File: src/design/pmes_pkg.sv
package pmes_pkg;

  localparam int MAX_DIM     = 64;
  localparam int STORE_DEPTH = 4096;
  localparam int VALUE_WIDTH = 32;
  localparam int FRAC_BITS   = VALUE_WIDTH / 2;
  localparam int WORD_W      = 2 * VALUE_WIDTH;
  localparam int ACC_W       = 2 * VALUE_WIDTH + 1;

  localparam int COORD_W  = 6;
  localparam int DIM_W    = 7;
  localparam int CFG_IDX_W  = 2;
  localparam int CFG_DATA_W = 7;

  localparam int ADDR_W = $clog2(STORE_DEPTH);
  localparam int IDX_W  = $clog2(MAX_DIM * MAX_DIM) + 1;

  localparam int QDEPTH = 2;

  localparam logic [1:0] OP_GET   = 2'd0;
  localparam logic [1:0] OP_SET   = 2'd1;
  localparam logic [1:0] OP_ADD   = 2'd2;
  localparam logic [1:0] OP_SCALE = 2'd3;

  localparam logic [1:0] SM_NORMAL = 2'd0;
  localparam logic [1:0] SM_SYM    = 2'd1;
  localparam logic [1:0] SM_HERM   = 2'd2;

  localparam logic [CFG_IDX_W-1:0] CFG_COMPLEX  = 2'd0;
  localparam logic [CFG_IDX_W-1:0] CFG_STORAGE  = 2'd1;
  localparam logic [CFG_IDX_W-1:0] CFG_NUM_ROWS = 2'd2;
  localparam logic [CFG_IDX_W-1:0] CFG_NUM_COLS = 2'd3;

  typedef struct packed {
    logic [1:0]                    op;
    logic [COORD_W-1:0]            row;
    logic [COORD_W-1:0]            col;
    logic signed [VALUE_WIDTH-1:0] value_real;
    logic signed [VALUE_WIDTH-1:0] value_imag;
  } in_req_t;

  typedef struct packed {
    logic signed [VALUE_WIDTH-1:0] read_real;
    logic signed [VALUE_WIDTH-1:0] read_imag;
    logic                          error;
  } out_rsp_t;

  typedef struct packed {
    logic [1:0]                    op;
    logic [ADDR_W-1:0]             addr;
    logic                          error;
    logic                          flipped;
    logic                          cplx;
    logic signed [VALUE_WIDTH-1:0] vr;
    logic signed [VALUE_WIDTH-1:0] vi;
  } qent_t;

endpackage

File: src/design/pmes_front.sv
module pmes_front (
  input  logic                                clk,
  input  logic                                rst_n,
  input  logic                                cfg_we,
  input  logic [pmes_pkg::CFG_IDX_W-1:0]      cfg_index,
  input  logic [pmes_pkg::CFG_DATA_W-1:0]     cfg_data,
  input  logic                                in_valid,
  output logic                                in_ready,
  input  pmes_pkg::in_req_t                   in_data,
  input  logic                                q_full,
  input  logic                                clear_done,
  output logic                                q_push,
  output pmes_pkg::qent_t                     q_entry
);

  localparam int IW = pmes_pkg::IDX_W;

  logic                           complex_mode_r, complex_mode_nxt;
  logic [1:0]                     storage_mode_r, storage_mode_nxt;
  logic [pmes_pkg::DIM_W-1:0]     num_rows_r, num_rows_nxt;
  logic [pmes_pkg::DIM_W-1:0]     num_cols_r, num_cols_nxt;

  logic [pmes_pkg::DIM_W-1:0]     nr, nc;
  logic                           packed_mode, herm, swap, range_err, err;
  logic [pmes_pkg::COORD_W-1:0]   r, c;
  logic [IW-1:0]                  idx;

  always_comb begin
    complex_mode_nxt = complex_mode_r;
    storage_mode_nxt = storage_mode_r;
    num_rows_nxt     = num_rows_r;
    num_cols_nxt     = num_cols_r;
    if (cfg_we) begin
      case (cfg_index)
        pmes_pkg::CFG_COMPLEX:  complex_mode_nxt = cfg_data[0];
        pmes_pkg::CFG_STORAGE:  storage_mode_nxt = cfg_data[1:0];
        pmes_pkg::CFG_NUM_ROWS: num_rows_nxt     = cfg_data;
        pmes_pkg::CFG_NUM_COLS: num_cols_nxt     = cfg_data;
        default: ;
      endcase
    end
  end

  always_ff @(posedge clk) begin
    if (!rst_n) begin
      complex_mode_r <= 1'b0;
      storage_mode_r <= pmes_pkg::SM_NORMAL;
      num_rows_r     <= pmes_pkg::DIM_W'(64);
      num_cols_r     <= pmes_pkg::DIM_W'(64);
    end else begin
      complex_mode_r <= complex_mode_nxt;
      storage_mode_r <= storage_mode_nxt;
      num_rows_r     <= num_rows_nxt;
      num_cols_r     <= num_cols_nxt;
    end
  end

  always_comb begin
    nr = (32'(num_rows_r) > 32'(pmes_pkg::MAX_DIM)) ?
         pmes_pkg::DIM_W'(pmes_pkg::MAX_DIM) : num_rows_r;
    nc = (32'(num_cols_r) > 32'(pmes_pkg::MAX_DIM)) ?
         pmes_pkg::DIM_W'(pmes_pkg::MAX_DIM) : num_cols_r;
    packed_mode = ((storage_mode_r == pmes_pkg::SM_SYM) ||
                   (storage_mode_r == pmes_pkg::SM_HERM)) && (nr == nc);
    herm = packed_mode && (storage_mode_r == pmes_pkg::SM_HERM) && complex_mode_r;
    range_err = ({1'b0, in_data.row} >= nr) || ({1'b0, in_data.col} >= nc);
    swap = packed_mode && (in_data.row > in_data.col);
    r = swap ? in_data.col : in_data.row;
    c = swap ? in_data.row : in_data.col;
    if (packed_mode) begin
      idx = IW'(r) + ((IW'(c) * (IW'(c) + 1'b1)) >> 1);
    end else begin
      idx = IW'(r) + IW'(c) * IW'(nr);
    end
    err = range_err || (32'(idx) >= 32'(pmes_pkg::STORE_DEPTH));
  end

  assign in_ready = !q_full && clear_done;
  assign q_push   = in_valid && in_ready;

  always_comb begin
    q_entry.op      = in_data.op;
    q_entry.addr    = pmes_pkg::ADDR_W'(idx);
    q_entry.error   = err;
    q_entry.flipped = swap && herm && !err;
    q_entry.cplx    = complex_mode_r;
    q_entry.vr      = in_data.value_real;
    q_entry.vi      = complex_mode_r ? in_data.value_imag : '0;
  end

endmodule

File: config.mk
export PLATFORM = sky130hd
export DESIGN_NAME = pmes_front
export DESIGN_NICKNAME = d
export VERILOG_FILES = /design/src/design/pmes_pkg.sv /design/src/design/pmes_front.sv
export SDC_FILE = /design/constraint.sdc
export NUM_CORES = 1
export LEC_CHECK = 0
export BUFFER_PORTS_ARGS = -buffer_cell sky130_fd_sc_hd__buf_2
export CORE_MARGIN = 1.5
export CORE_UTILIZATION = 40
export DETAILED_ROUTE_END_ITERATION = 12
export PLACE_DENSITY = 0.73
export SLEW_MARGIN = 20
export SYNTH_ARGS = -nofsm -noshare
export SYNTH_HDL_FRONTEND = slang
export SYNTH_SLANG_ARGS = --single-unit
File: constraint.sdc
create_clock -name clk -period 26.4 [get_ports clk]
set_clock_uncertainty 0.15 [all_clocks]
set_input_delay 6.6 -clock clk [delete_from_list [all_inputs] [get_ports clk]]
set_output_delay 6.6 -clock clk [all_outputs]
set_load 0.1 [all_outputs]
Word-level counts from Yosys, hierarchy flattened
Cells that the tools add are included.
{ "totals": {"output_inout_bits": 83, "regBits": 17, "inputBits": 93} }
{ "op_classes": {"add_sub_neg": 3, "reduce_logical": 18, "n_mux": 6, "multipliers": 2, "n_eq_ne": 6, "order_cmp": 6} }
{ "ops": {"columns": ["cell", "n"], "rows": [
  ["$mux 32", 1],
  ["$mul 6x7->13", 2],
  ["$ge 6x7->1", 2],
  ["$gt 7x7->1 const B", 2],
  ["$mux 7", 2],
  ["$add 6x12->13", 1],
  ["$add 6x13->13", 1],
  ["$ge 13x13->1 const B", 1],
  ["$mux 13", 1],
  ["$mux 6", 2],
  ["$logic_and 1x1->1", 8],
  ["$reduce_and 2->1", 4],
  ["$add 6x1->7 const B", 1],
  ["$eq 7x7->1", 1],
  ["$eq 2x2->1 const B", 3],
  ["$gt 6x6->1", 1],
  ["$eq 2x1->1 const B", 2],
  ["$logic_or 1x1->1", 3],
  ["$logic_not 1->1", 2],
  ["$logic_not 2->1", 1]
]} }

Longest topological paths before layout
{ "logic_depth": {"ltp_word": 14, "depth_mapped": 30, "mapped_depth_nobuf": 28} }

Worst setup path before layout
No wires, ideal clock.
{ "synth_path": {"path_type": "input to output", "from": "input port in_data[68] (netlist name)", "to": "output port q_entry[78] (netlist name)", "slack_ns": 5.294, "arrival_ns": 14.356, "required_time_ns": 19.650, "path_stages": 27, "cell_sequence": "inv_1 -> ha_1 -> nand3_1 -> o221ai_1 -> a2bb2oi_1 -> nand3_4 -> buf_6 -> nor2_1 -> a21o_1 -> buf_4 -> ha_1 -> nand3_1 -> ha_1 -> nor2_1 -> fa_1 -> fa_1 -> inv_1 -> fa_1 -> inv_1 -> ha_1 -> a21oi_1 -> o22ai_1 -> o41ai_1 -> xnor2_1 -> nor4b_1 -> nor3b_1 -> a221oi_1"} }
{ "synth_rtl": {"columns": ["item", "line_no", "rtl"], "rows": [
  ["from (decl)", "pmes_front.sv:9", "input pmes_pkg::in_req_t in_data,"],
  ["to (decl)", "pmes_front.sv:13", "output pmes_pkg::qent_t q_entry"]
]} }

==> impl_metrics.env <==
export IMPL_peakVddDrop_mv=0.0350
export IMPL_highest_layer="met4"
export IMPL_post_cts_buffers=0
export IMPL_final_nets=928
export IMPL_cts_tree="yes"
export IMPL_arrival_ps=13750
export IMPL_worstSetupEndpointType="output port"
export IMPL_cpPeakStageDelay_ps=560
export IMPL_async_flop_share_pct=0
export IMPL_met2_length_um=5600
export IMPL_met3_length_um=640
export IMPL_finalCritPeriodShare_pct=77.6
export IMPL_status="complete, no violations"
export IMPL_fin_area_sq_um=5700
export IMPL_fillers=1307
export IMPL_io_pins=176
export IMPL_clk_pin_slew_ps=50
export IMPL_dieHeight_um=117
export IMPL_cts_root_buf="clkbuf_16"
export IMPL_core_area_sq_um=12700
export IMPL_yosysSeqAreaShare_pct=6.54
export IMPL_antennaDiodeCount=0
export IMPL_avgSynthCellArea_sq_um=8.10
export IMPL_insertion_delay_ps=250
export IMPL_fmax_ghz=0.0488
export IMPL_portBuffers=107
export IMPL_seq_area_sq_um=340
export IMPL_slew_viol_final=0
export IMPL_cp_slowest_cell="fa_1"
export IMPL_crit_start="in_data[69]"
export IMPL_synthCells=643
export IMPL_final_cell_mix="107 x buf_2, 85 x ha_1, 83 x inv_1"
export IMPL_crit_type="primary input to output port"
export IMPL_multi_input_comb_area_sq_um=4190
export IMPL_slew_headroom_pct=40.6
export IMPL_met1Wirelength_um=5930
export IMPL_rr_startpoint="complex_mode_r$_SDFFE_PN0P_"
export IMPL_die_area_sq_um=13700
export IMPL_final_common_cell="buf_2"
export IMPL_grt_usage_pct=19.0
export IMPL_drt_iter0_markers=204
export IMPL_setup_tns_ps=0
export IMPL_cts_num_sinks=17
export IMPL_first_global_vias=4280
export IMPL_grt_pass1_wl_um=20700
export IMPL_vias=4301
export IMPL_reg2reg_depth=2
export IMPL_ys_seq_elements=17
export IMPL_routabilityCongestion=0.883
export IMPL_synthFlopType="dfxtp_1"
export IMPL_power_density_nw_per_um2=51.8
export IMPL_worst_pin_slew_ps=880
export IMPL_num_rows=41
export IMPL_wl_per_cell_um=14.0
export IMPL_h_tree_depth=1
export IMPL_synth_edff_count=0
export IMPL_area_growth_pct=9.47
export IMPL_required_ps=19650
export IMPL_firstDrtPassIters=4
export IMPL_synth_fp_nets=866
export IMPL_start_kind="primary input"
export IMPL_grt_overflow_total=0
export IMPL_antenna_found_initial=0
export IMPL_syn_cell_area_sq_um=5210
export IMPL_crit_top_cell="ha_1"
export IMPL_grt_max_degree=36
export IMPL_cp_max_fo=22
export IMPL_hpwl_um=10500
export IMPL_power_leakage_nw=3.06
export IMPL_initial_utilization_pct=41.1
export IMPL_setup_viol=0
export IMPL_drc=0
export IMPL_clockBufferDepth=2
export IMPL_cts_buffers=3
export IMPL_fin_crit_ps=20500
export IMPL_holdWs_ps=374
export IMPL_rsz0062_at_grt="false"
export IMPL_ctsResizeCount=0
export IMPL_final_antenna_net_count=0
export IMPL_hold_class="register to register"
export IMPL_wl_um=12300
export IMPL_cp_endpoint="q_entry[78]"
export IMPL_rr_endpoint="complex_mode_r$_SDFFE_PN0P_"
export IMPL_layout_drive_gt1_share_pct=18.5
export IMPL_yosys_warnings=0
export IMPL_cap_violations=0
export IMPL_die_x_um=117
export IMPL_reg2reg_slack_ps=25040
export IMPL_vias_per_cell=4.91
export IMPL_post_dp_cell_area_sq_um=5620
export IMPL_synth_cell_types=60
export IMPL_hold_buffers=0
export IMPL_hold_viol=0
[final cells by class]
type                            count  area share (%)
Clock buffer                        4            1.38
Sequential cell                    17            5.97
Timing Repair Buffer              107            9.39
Inverter                           89            5.93
Multi-Input combinational cell    487            73.6
Tap cell                          172            3.78
[critical path, delay by kind of cell]
| kind | cells | cell delay (ps) |
|---|---|---|
| fa+ha+maj | 7 | 2840 |
| xor+xnor | 1 | 330 |
| compound gates | 6 | 1710 |
| buf+inv | 5 | 790 |
| simple gates | 8 | 1470 |
[flip-flops by register name, indices dropped and copies added (netlist names)]
register,flops
num_cols_r,7
num_rows_r,7
storage_mode_r,2
complex_mode_r,1
[where the power goes]
part	total (W)	leakage [nW]	switching, W	internal (W)
clock network	0.0000301	0.0382	0.00000964	0.0000205
registers	0.0000280	0.138	0.00000143	0.0000266
logic	0.000237	2.88	0.000151	0.0000856
total	0.000295	3.06	0.000162	0.000133
[through the flow]
stage	power, W	utilization [%]	setup slack (ps)	instances
floorplan	0.000242	-	5290	643
finish	0.000295	45.0	5900	876
CTS	0.000295	45.0	5870	876
global route	0.000326	45.0	5300	876
detailed placement	0.000264	44.4	5890	872
global placement	0.000261	44.4	6000	872
[worst min path at each step]
stage	startpoint	depth (start not counted)	end	slack [ps]
floorplan	num_cols_r[0]$_SDFFE_PN0P_	2	num_cols_r[0]$_SDFFE_PN0P_	330
global placement	num_cols_r[0]$_SDFFE_PN0P_	2	num_cols_r[0]$_SDFFE_PN0P_	340
detailed placement	num_cols_r[0]$_SDFFE_PN0P_	2	num_cols_r[0]$_SDFFE_PN0P_	360
CTS	storage_mode_r[0]$_SDFFE_PN0P_	2	storage_mode_r[0]$_SDFFE_PN0P_	370
global route	storage_mode_r[0]$_SDFFE_PN0P_	2	storage_mode_r[0]$_SDFFE_PN0P_	420
finish	storage_mode_r[0]$_SDFFE_PN0P_	2	storage_mode_r[0]$_SDFFE_PN0P_	370
[Yosys cell counts, drive strengths merged, types with 2 or more instances]
master   n  area, sq um
nand2b   8         50.1
mux2i   23          263
nor4b    2         17.5
o21bai   2         15.0
o21a     2         15.0
inv     88          333
nand4    3         18.8
nand2   56          210
a221oi   2         17.5
o211ai   2         15.0
nand3    9         57.6
nor2b   27          169
buf     40          299
dfxtp   17          340
nor3     4         20.0
xnor2   18          158
o21ai   22          114
a21oi   21          105
and2    40          253
a211oi   2         15.0
a311oi   2         17.5
a21o     9         67.6
nor2    55          206
nand3b   4         30.0
o41ai    3         26.3
clkbuf  10         37.5
ha      85         1060
nor3b    2         15.0
a31o     2         17.5
a31oi    3         18.8
or4      2         18.8
o221ai   3         26.3
xor2    11         96.3
and3     2         12.5
o22ai    2         12.5
mux2     3         37.5
fa      45          901
[kinds of logic (layout without fill, tap and decap cells)]
logic type / count (synthesis) / count (layout) / synth area share [%]
simple gates: 219 / 219 / 21.5
compound gates: 83 / 83 / 10.6
flops: 17 / 17 / 6.54
buf+inv: 139 / 200 / 13.0
fa+ha+maj: 130 / 130 / 37.7
xor+xnor: 29 / 29 / 4.88
mux: 26 / 26 / 5.77
[per-layer routing]
layer	track usage (%)	vias up
met5	0	-
li1	-	2203
met3	2.16	8
met1	27.2	1997
met4	3.61	0
met2	31.3	93
Power figures use the tool's default switching activity.
