===== config.mk =====
export PLATFORM = sky130hd
export DESIGN_NAME = pmes_queue
export DESIGN_NICKNAME = d
export VERILOG_FILES = /design/src/design/pmes_pkg.sv /design/src/design/pmes_queue.sv
export SDC_FILE = /design/constraint.sdc
export NUM_CORES = 1
export LEC_CHECK = 0
export BUFFER_PORTS_ARGS = -buffer_cell sky130_fd_sc_hd__buf_2
export CORE_ASPECT_RATIO = 0.7
export CORE_UTILIZATION = 45
export CTS_CLUSTER_SIZE = 28
export DETAILED_ROUTE_END_ITERATION = 6
export GPL_ROUTABILITY_DRIVEN = 0
export PLACE_DENSITY = 0.7
export SYNTH_ARGS = -nofsm -noshare
export SYNTH_HDL_FRONTEND = slang
export SYNTH_SLANG_ARGS = --single-unit
export TNS_END_PERCENT = 5

===== constraint.sdc =====
create_clock -name clk -period 7.8 [get_ports clk]
set_clock_uncertainty 0.15 [all_clocks]
set_input_delay 1.56 -clock clk [delete_from_list [all_inputs] [get_ports clk]]
set_output_delay 1.56 -clock clk [all_outputs]
set_load 0.1 [all_outputs]

===== src/design/pmes_pkg.sv =====
package pmes_pkg;

  localparam int MAX_DIM     = 64;
  localparam int STORE_DEPTH = 4096;
  localparam int VALUE_WIDTH = 32;
  localparam int FRAC_BITS   = VALUE_WIDTH / 2;
  localparam int WORD_W      = 2 * VALUE_WIDTH;
  localparam int ACC_W       = 2 * VALUE_WIDTH + 1;

  localparam int COORD_W  = 6;
  localparam int DIM_W    = 7;
  localparam int CFG_IDX_W  = 2;
  localparam int CFG_DATA_W = 7;

  localparam int ADDR_W = $clog2(STORE_DEPTH);
  localparam int IDX_W  = $clog2(MAX_DIM * MAX_DIM) + 1;

  localparam int QDEPTH = 2;

  localparam logic [1:0] OP_GET   = 2'd0;
  localparam logic [1:0] OP_SET   = 2'd1;
  localparam logic [1:0] OP_ADD   = 2'd2;
  localparam logic [1:0] OP_SCALE = 2'd3;

  localparam logic [1:0] SM_NORMAL = 2'd0;
  localparam logic [1:0] SM_SYM    = 2'd1;
  localparam logic [1:0] SM_HERM   = 2'd2;

  localparam logic [CFG_IDX_W-1:0] CFG_COMPLEX  = 2'd0;
  localparam logic [CFG_IDX_W-1:0] CFG_STORAGE  = 2'd1;
  localparam logic [CFG_IDX_W-1:0] CFG_NUM_ROWS = 2'd2;
  localparam logic [CFG_IDX_W-1:0] CFG_NUM_COLS = 2'd3;

  typedef struct packed {
    logic [1:0]                    op;
    logic [COORD_W-1:0]            row;
    logic [COORD_W-1:0]            col;
    logic signed [VALUE_WIDTH-1:0] value_real;
    logic signed [VALUE_WIDTH-1:0] value_imag;
  } in_req_t;

  typedef struct packed {
    logic signed [VALUE_WIDTH-1:0] read_real;
    logic signed [VALUE_WIDTH-1:0] read_imag;
    logic                          error;
  } out_rsp_t;

  typedef struct packed {
    logic [1:0]                    op;
    logic [ADDR_W-1:0]             addr;
    logic                          error;
    logic                          flipped;
    logic                          cplx;
    logic signed [VALUE_WIDTH-1:0] vr;
    logic signed [VALUE_WIDTH-1:0] vi;
  } qent_t;

endpackage


===== src/design/pmes_queue.sv =====
module pmes_queue (
  input  logic              clk,
  input  logic              rst_n,
  input  logic              push,
  input  pmes_pkg::qent_t   push_data,
  output logic              full,
  input  logic              pop,
  output logic              valid,
  output pmes_pkg::qent_t   head
);

  localparam int PTR_W = (pmes_pkg::QDEPTH > 1) ? $clog2(pmes_pkg::QDEPTH) : 1;
  localparam int CNT_W = $clog2(pmes_pkg::QDEPTH + 1);

  pmes_pkg::qent_t  slot_r [0:pmes_pkg::QDEPTH-1];
  logic [PTR_W-1:0] wptr_r, wptr_nxt;
  logic [PTR_W-1:0] rptr_r, rptr_nxt;
  logic [CNT_W-1:0] cnt_r, cnt_nxt;

  assign full  = (cnt_r == CNT_W'(pmes_pkg::QDEPTH));
  assign valid = (cnt_r != '0);
  assign head  = slot_r[rptr_r];

  always_comb begin
    wptr_nxt = wptr_r;
    rptr_nxt = rptr_r;
    cnt_nxt  = cnt_r;
    if (push) begin
      wptr_nxt = (wptr_r == PTR_W'(pmes_pkg::QDEPTH - 1)) ? '0 : wptr_r + 1'b1;
    end
    if (pop) begin
      rptr_nxt = (rptr_r == PTR_W'(pmes_pkg::QDEPTH - 1)) ? '0 : rptr_r + 1'b1;
    end
    if (push && !pop) begin
      cnt_nxt = cnt_r + 1'b1;
    end else if (pop && !push) begin
      cnt_nxt = cnt_r - 1'b1;
    end
  end

  always_ff @(posedge clk) begin
    if (!rst_n) begin
      wptr_r <= '0;
      rptr_r <= '0;
      cnt_r  <= '0;
    end else begin
      wptr_r <= wptr_nxt;
      rptr_r <= rptr_nxt;
      cnt_r  <= cnt_nxt;
    end
  end

  always_ff @(posedge clk) begin
    if (push) begin
      slot_r[wptr_r] <= push_data;
    end
  end

endmodule


After elaboration in Yosys (flattened, before gate mapping)
Memory sizes are Yosys's and may differ from the RTL's. A register that Yosys moved wholly into a read port is not among the register bits.
Cells that the tools add are included.
{"block": "classes", "addsub": 4, "eq_ne": 1, "muxes": 8, "reduce_logical": 6}
{"cell": "two-way mux 1 bit", "count": 6}
{"cell": "two-way mux 2 bit", "count": 2}
{"cell": "nonzero test 2 bit", "count": 2}
{"cell": "adder 1 bit (second input constant)", "count": 2}
{"cell": "adder 2 x 1 -> 2 bit (second input constant)", "count": 1}
{"cell": "== test 2 bit (second input constant)", "count": 1}
{"cell": "logical AND 1 bit", "count": 2}
{"cell": "logical NOT 1 bit", "count": 2}
{"cell": "subtractor 2 x 1 -> 2 bit (second input constant)", "count": 1}
{"block": "word_totals", "ff_bits": 4, "ram_bits": 162, "input_bits": 85, "out_inout_bits": 83, "wordCells": 23, "n_memories": 1}
{"name": "slot_r", "words": 2, "word_bits": 81, "read_ports": 1, "rd_clocked_by_memory_dff": 1, "wr": 1, "line_no": "pmes_queue.sv:15", "rtl": "pmes_pkg::qent_t slot_r [0:pmes_pkg::QDEPTH-1];"}

Depth between registers and ports, before layout
Gate-level depths: netlist of run 1.
{"block": "depth", "depth_word": 4, "depth_mapped": 5, "mapped_depth_nobuf": 5}

Worst setup path after synthesis of run 1
OpenSTA, ideal clock, no wires.
{"block": "synth_timing", "kind": "input -> register", "from": "input push", "to": "memory slot_r[0][0] (netlist name), enable pin", "setup_ns": 0.531, "arrival_ns": 5.132, "required_time_ns": 7.119, "setup_slack_ns": 1.987, "stages": 1, "n_path_buf": 0, "cell_sequence": "nor2b_1"}
{"block": "synth_via", "elab_chain_len": 2}
{"item": "start, declared", "line_no": "pmes_queue.sv:4", "rtl": "input logic push,"}
{"item": "two-way mux 1 bit", "line_no": "pmes_queue.sv:54", "rtl": "if (push) begin"}
{"item": "two-way mux 1 bit (not written as such)", "line_no": "pmes_queue.sv:55", "rtl": "slot_r[wptr_r] <= push_data;"}
{"item": "end, declared", "line_no": "pmes_queue.sv:15"}
No other way between the ends.

==> results.yml, run 1 <==
run_status:
  status: "finished, final reports clean"
floorplan:
  die_area_sq_um: 14000
  die-height_microns: 99.4
  core_sq_um: 13200
  num_rows: 35
  dieWidth_microns: 141
  start_util_pct: 46.2
  io_pins: 168
worst_setup_path:
  ff2ff_path_depth: 2
  critPathRequiredTime_ns: 6.09
  worstPathMaxFanout: 81
  path_cells: "mux2_2, buf_2"
  critPathMaxStageDelay_ns: 1.03
  cp-end-kind: "output port"
  cp.arrival_ns: 2.30
  critPathKind: "register to output port"
  r2r_setup_slack_ns: 5.36
  cp-start-kind: "register"
  crit_family: "flip-flops"
  critical_path.n_buffers_inverters: 1
  r2r_start: "wptr_r$_SDFFE_PN0P_"
  worstReg2RegEnd: "slot_r[0][35]$_DFFE_PP_"
  slowest_stage: "dfxtp_4"
layout:
  final_core_util_pct: 58.3
  stdcell_count: 650
  register_area_sq_um: 4970
  fill_cells: 1024
  drive_above_1_share_pct: 61.1
  nets: 538
  multi_input_area_sq_um: 1040
  antenna_cells: 0
  syn2layout_area_growth_pct: 26.1
min_path:
  min_to: "cnt_r[1]$_SDFFE_PN0P_"
  hp-class: "register to register"
  hold_start: "cnt_r[1]$_SDFFE_PN0P_"
  worstHoldPathCells: 2
timing:
  setup_viol_count_final: 0
  tightest_slew_ns: 1.12
  finalSetupTns_ns: 0
  holdWs_ns: 0.362
  max_freq_mhz: 250
  period_needed_ns: 4.01
  maxSlewHeadroom_pct: 25.2
  fin_crit_sh_pct: 51.4
  final-max-slew-violation-count: 0
  finalHoldViolations: 0
  rsz0062_at_grt: "false"
logic_synthesis:
  synth_top_family_by_area: "multiplexers"
  synth_fp_nets: 360
  synth_compound_area_share_pct: 0.328
  synth.area.mux_share_pct: 15.0
  synthSimpleGateAreaFrac_pct: 0.965
  yosys_warnings: 0
  synthesis.area_sq_um: 6100
  synth_cell_types: 17
  syn_inst: 274
  synth-xor-area-share_pct: 0.431
  synthAdderAreaFrac_pct: 0.205
  syn-mean-instance-area_sq_um: 22.2
  yosysSeqAreaShare_pct: 81.4
  ys_seq_elements: 167
detailed_routing:
  wire_per_inst_microns: 16.4
  m1WireLength_microns: 4680
  ant_nets: 0
  via_per_inst: 4.69
  top_layer: "met5"
  vias: 3051
  dr.first_iter.drc_count: 141
  firstDrtPassIters: 4
  wl_met2_microns: 4880
  wl_met3_microns: 971
  drc: 0
  totalWireLength_microns: 10700
global_route:
  antenna_found_initial: 1
  grt_pass1_vias: 3152
  grt_max_degree: 82
  grt_usage_pct: 15.7
  grt_pass1_wl_microns: 16200
  grt.overflow.total: 0
pwr:
  p_int_mw: 1.64
  power.switching_mw: 0.755
  p_sw_share_pct: 31.6
  p_leak_nw: 2.87
  powerDensity_nw_per_um2: 311
  combPwrFrac_pct: 20.4
  seq_power_share_pct: 44.5
  clkPwrFrac_pct: 35.1
  peakVddDrop_uv: 176
clock_network:
  cts_resized: 0
  cts_num_sinks: 167
  clockRootBuffer: "clkbuf_16"
  cts_setup_buffers: 0
  clockBufferDepth: 2
  cts_made_buffers: 17
  hold_buffers: 0
  ctsHtreeMaxLevel: 4
  cts_tree: "yes"
  clk_latency_ns: 0.41
  clk_pin_slew_ns: 0.06
place:
  dp_hpwl_microns: 6560
  dp.cells: 618
  portBuffers: 167
job:
  drv_cap: 0
-- power groups by stage --
stage / clock network, mW / registers (mW) / logic, mW
2_1_floorplan: 0 / 1.07 / 0.433
5_1_grt: 0.896 / 1.07 / 0.504
4_1_cts: 0.861 / 1.07 / 0.491
3_3_place_gp: 0 / 1.08 / 0.486
6_report: 0.839 / 1.06 / 0.488
3_5_place_dp: 0 / 1.08 / 0.489
-- synth_stat cells (all sizes together) --
| cell type | count | area (sq um) |
|---|---|---|
| nor2b | 2 | 12.5 |
| xnor2 | 1 | 8.76 |
| dfxtp | 5 | 100 |
| o21ai | 1 | 5.00 |
| and2 | 4 | 25.0 |
| o21a | 1 | 7.51 |
| inv | 1 | 3.75 |
| edfxtp | 162 | 4860 |
| xor2 | 2 | 17.5 |
| ha | 1 | 12.5 |
| a21boi | 1 | 7.51 |
| or3 | 1 | 6.26 |
| buf | 9 | 97.6 |
| or2 | 1 | 6.26 |
| mux2 | 81 | 912 |
| and2b | 1 | 8.76 |
-- cells by family after synthesis --
family,Yosys count
flops,167
mux,81
buf+inv,10
simple gates,9
compound gates,3
xor+xnor,3
fa+ha+maj,1
-- area by class of cell --
cell class,count,area share [%]
multi-input combinational,97,13.5
timing repair buffer,168,11.0
inverter,1,0.0488
sequential,167,64.6
tap,185,3.01
clock inverter,15,2.28
clock buffer,17,5.53
-- worst register-to-register path: cells and delay by family, from the launching register on --
kind / cells / cell delay [ns]
simple gates: 1 / 0.85
flops: 1 / 0.34
buf+inv: 1 / 0.71
-- how the worst max path moves through the flow --
stage | slack [ns] | cells past startpoint | to
2_1_floorplan | 1.99 | 1 | slot_r[0][0]$_DFFE_PP_
3_3_place_gp | 4.02 | 3 | slot_r[0][41]$_DFFE_PP_
3_5_place_dp | 3.92 | 3 | slot_r[0][43]$_DFFE_PP_
4_1_cts | 3.75 | 2 | head[72]
5_1_grt | 3.65 | 2 | head[4]
6_report | 3.79 | 2 | head[72]
-- layer usage --
layer,GRT usage [%],up-vias
met3,6.88,14
met2,23.9,120
li1,-,1442
met4,6.27,2
met5,0,-
met1,19.8,1473
-- layout by cell type, fill, tap and decap left out, drive strengths merged --
master	synthesis	routed
a21boi	1	1
and2	4	4
and2b	1	1
buf	9	168
bufinv	0	3
clkbuf	0	17
clkinv	0	3
clkinvlp	0	5
dfxtp	5	5
edfxtp	162	162
ha	1	1
inv	1	5
mux2	81	81
nor2b	2	2
o21a	1	1
o21ai	1	1
or2	1	1
or3	1	1
xnor2	1	1
xor2	2	2
-- registers in the layout, summed over array words and instances, names as in the netlist, named ones only --
signal / flops
cnt_r: 2
slot_r: 162
wptr_r: 1
rptr_r: 1
-- through the flow --
| stage | instance area, sq um | worst slack, ns | total power, mW |
|---|---|---|---|
| 3_5_place_dp | 7090 | 3.92 | 1.57 |
| 3_3_place_gp | 7090 | 4.02 | 1.57 |
| 2_1_floorplan | 6100 | 1.99 | 1.50 |
| 6_report | 7690 | 3.79 | 2.39 |
| 5_1_grt | 7690 | 3.65 | 2.47 |
| 4_1_cts | 7690 | 3.75 | 2.42 |
Note: power is estimated with default switching activity, not from simulation.
==> inputs of run 2 (changes only) <==
- clock period: 7.8 -> 3.8 ns (I/O delays scaled with it)
==> run 2 against run 1 <==
Via count rose by 2.5%. Global-route usage barely moved. Highest routed layer is now met4. Sequential power rose by 100%. Critical path type unchanged. Clock power rose by 95%.
==> results.yml, run 2 (synthesis results as in run 1) <==
place:
  dp.cells: 620
  dp_hpwl_microns: 6730
  dp_slack_ns: 1.14
  portBuffers: 167
timing:
  maxSlewHeadroom_pct: 59.1
  setup_viol_count_final: 0
  rsz0062_at_grt: "false"
  finalSetupTns_ns: 0
  holdWs_ns: 0.378
  finalHoldViolations: 0
  setup_ws_ns: 0.713
  fin_crit_sh_pct: 81.2
  final-max-slew-violation-count: 0
  tightest_slew_ns: 0.613
  max_freq_mhz: 324
  period_needed_ns: 3.09
floorplan:
  die-height_microns: 99.4
  num_rows: 35
  start_util_pct: 46.2
  die_area_sq_um: 14000
  core_sq_um: 13200
  dieWidth_microns: 141
  io_pins: 168
run_status:
  status: "finished, final reports clean"
detailed_routing:
  vias: 3127
  firstDrtPassIters: 4
  drc: 0
  ant_nets: 0
  wire_per_inst_microns: 16.4
  dr.first_iter.drc_count: 105
  via_per_inst: 4.80
  totalWireLength_microns: 10700
layout:
  stdcell_count: 652
  multi_input_area_sq_um: 1040
  nets: 540
  top_regs: "slot_r: 162 flops, cnt_r: 2 flops"
  antenna_cells: 0
  register_area_sq_um: 4970
  syn2layout_area_growth_pct: 26.5
  regMostFlops: "slot_r"
  fill_cells: 992
  layout_commonest_cell: "buf_2"
  final_cell_mix: "buf_2 (167), edfxtp_1 (162), mux2_2 (81)"
  largest_reg_flops: 162
  drive_above_1_share_pct: 61.2
worst_setup_path:
  cp.arrival_ns: 2.18
  r2r_setup_slack_ns: 2.00
  critPathRequiredTime_ns: 2.89
  r2r_start: "wptr_r$_SDFFE_PN0P_"
  cp-end-kind: "output port"
  critPathMaxStageDelay_ns: 0.73
  path_cells: "buf_12, mux2_2, buf_2"
  worstReg2RegEnd: "slot_r[1][4]$_DFFE_PP_"
  worstPathMaxFanout: 42
  cp-start-kind: "register"
  slowest_stage: "dfxtp_4"
  critPathKind: "register to output port"
  ff2ff_path_depth: 2
job:
  drv_cap: 0
global_route:
  grt_pass1_vias: 3172
  grt_usage_pct: 15.7
  grt_max_degree: 83
  grt.overflow.total: 0
  antenna_found_initial: 0
  grt_pass1_wl_microns: 16200
clock_network:
  ctsHtreeMaxLevel: 4
  cts_num_sinks: 167
  clockRootBuffer: "clkbuf_16"
  cts_setup_buffers: 0
  clk_pin_slew_ns: 0.06
  clk_latency_ns: 0.41
  cts_tree: "yes"
  clockBufferDepth: 2
  cts_made_buffers: 17
  cts_resized: 0
  hold_buffers: 0
pwr:
  p_leak_nw: 2.90
  peakVddDrop_uv: 303
  total_power_mw: 4.84
  powerDensity_nw_per_um2: 627
min_path:
  min_to: "cnt_r[1]$_SDFFE_PN0P_"
  hp-class: "register to register"
  hold_start: "cnt_r[1]$_SDFFE_PN0P_"
  worstHoldPathCells: 2
-- run 2: worst max-delay path by stage --
stage	startpoint	endpoint	slack, ns	cells past startpoint
floorplan	push	slot_r[0][0]$_DFFE_PP_	0.32	1
detailed placement	register	head[79]	1.14	3
global route	register	head[63]	0.60	3
CTS	register	head[72]	0.69	3
global placement	register	head[68]	1.16	3
finish	register	head[72]	0.71	3
-- run 2: per-layer routing --
layer | vias up | share of wire [%] | wire length, microns | track usage, %
li1 | 1444 | - | - | -
met2 | 129 | 42 | 4530 | 22.6
met5 | - | 0 | 0 | 0
met1 | 1540 | 48 | 5170 | 21.8
met4 | 0 | 1.2 | 123 | 5.60
met3 | 14 | 7.9 | 844 | 5.92
-- run 2: stage by stage --
stage	area, sq um	utilization (%)
floorplan	6100	-
global placement	7140	54.2
detailed placement	7140	54.2
CTS	7710	58.5
global route	7710	58.5
finish	7710	58.5
-- run 2: cell type report --
cell class | instances | area share [%]
repair buffers | 170 | 11.6
multi-input cells | 97 | 13.5
inverters | 1 | 0.0487
flip-flops and latches | 167 | 64.4
clock inverters | 15 | 1.91
well taps | 185 | 3.00
clock buffers | 17 | 5.52
-- run 2: worst max-delay path: cells and delay by family (launching register included) --
family / cells / cell delay, ns
flip-flops: 1 / 0.73
buffers and inverters: 2 / 0.60
multiplexers: 1 / 0.38
-- run 2: power by group --
| part | leakage (nW) | switching, mW | internal (mW) |
|---|---|---|---|
| clock | 0.280 | 0.723 | 0.921 |
| combinational | 1.05 | 0.828 | 0.199 |
| sequential | 1.56 | 0.0401 | 2.13 |
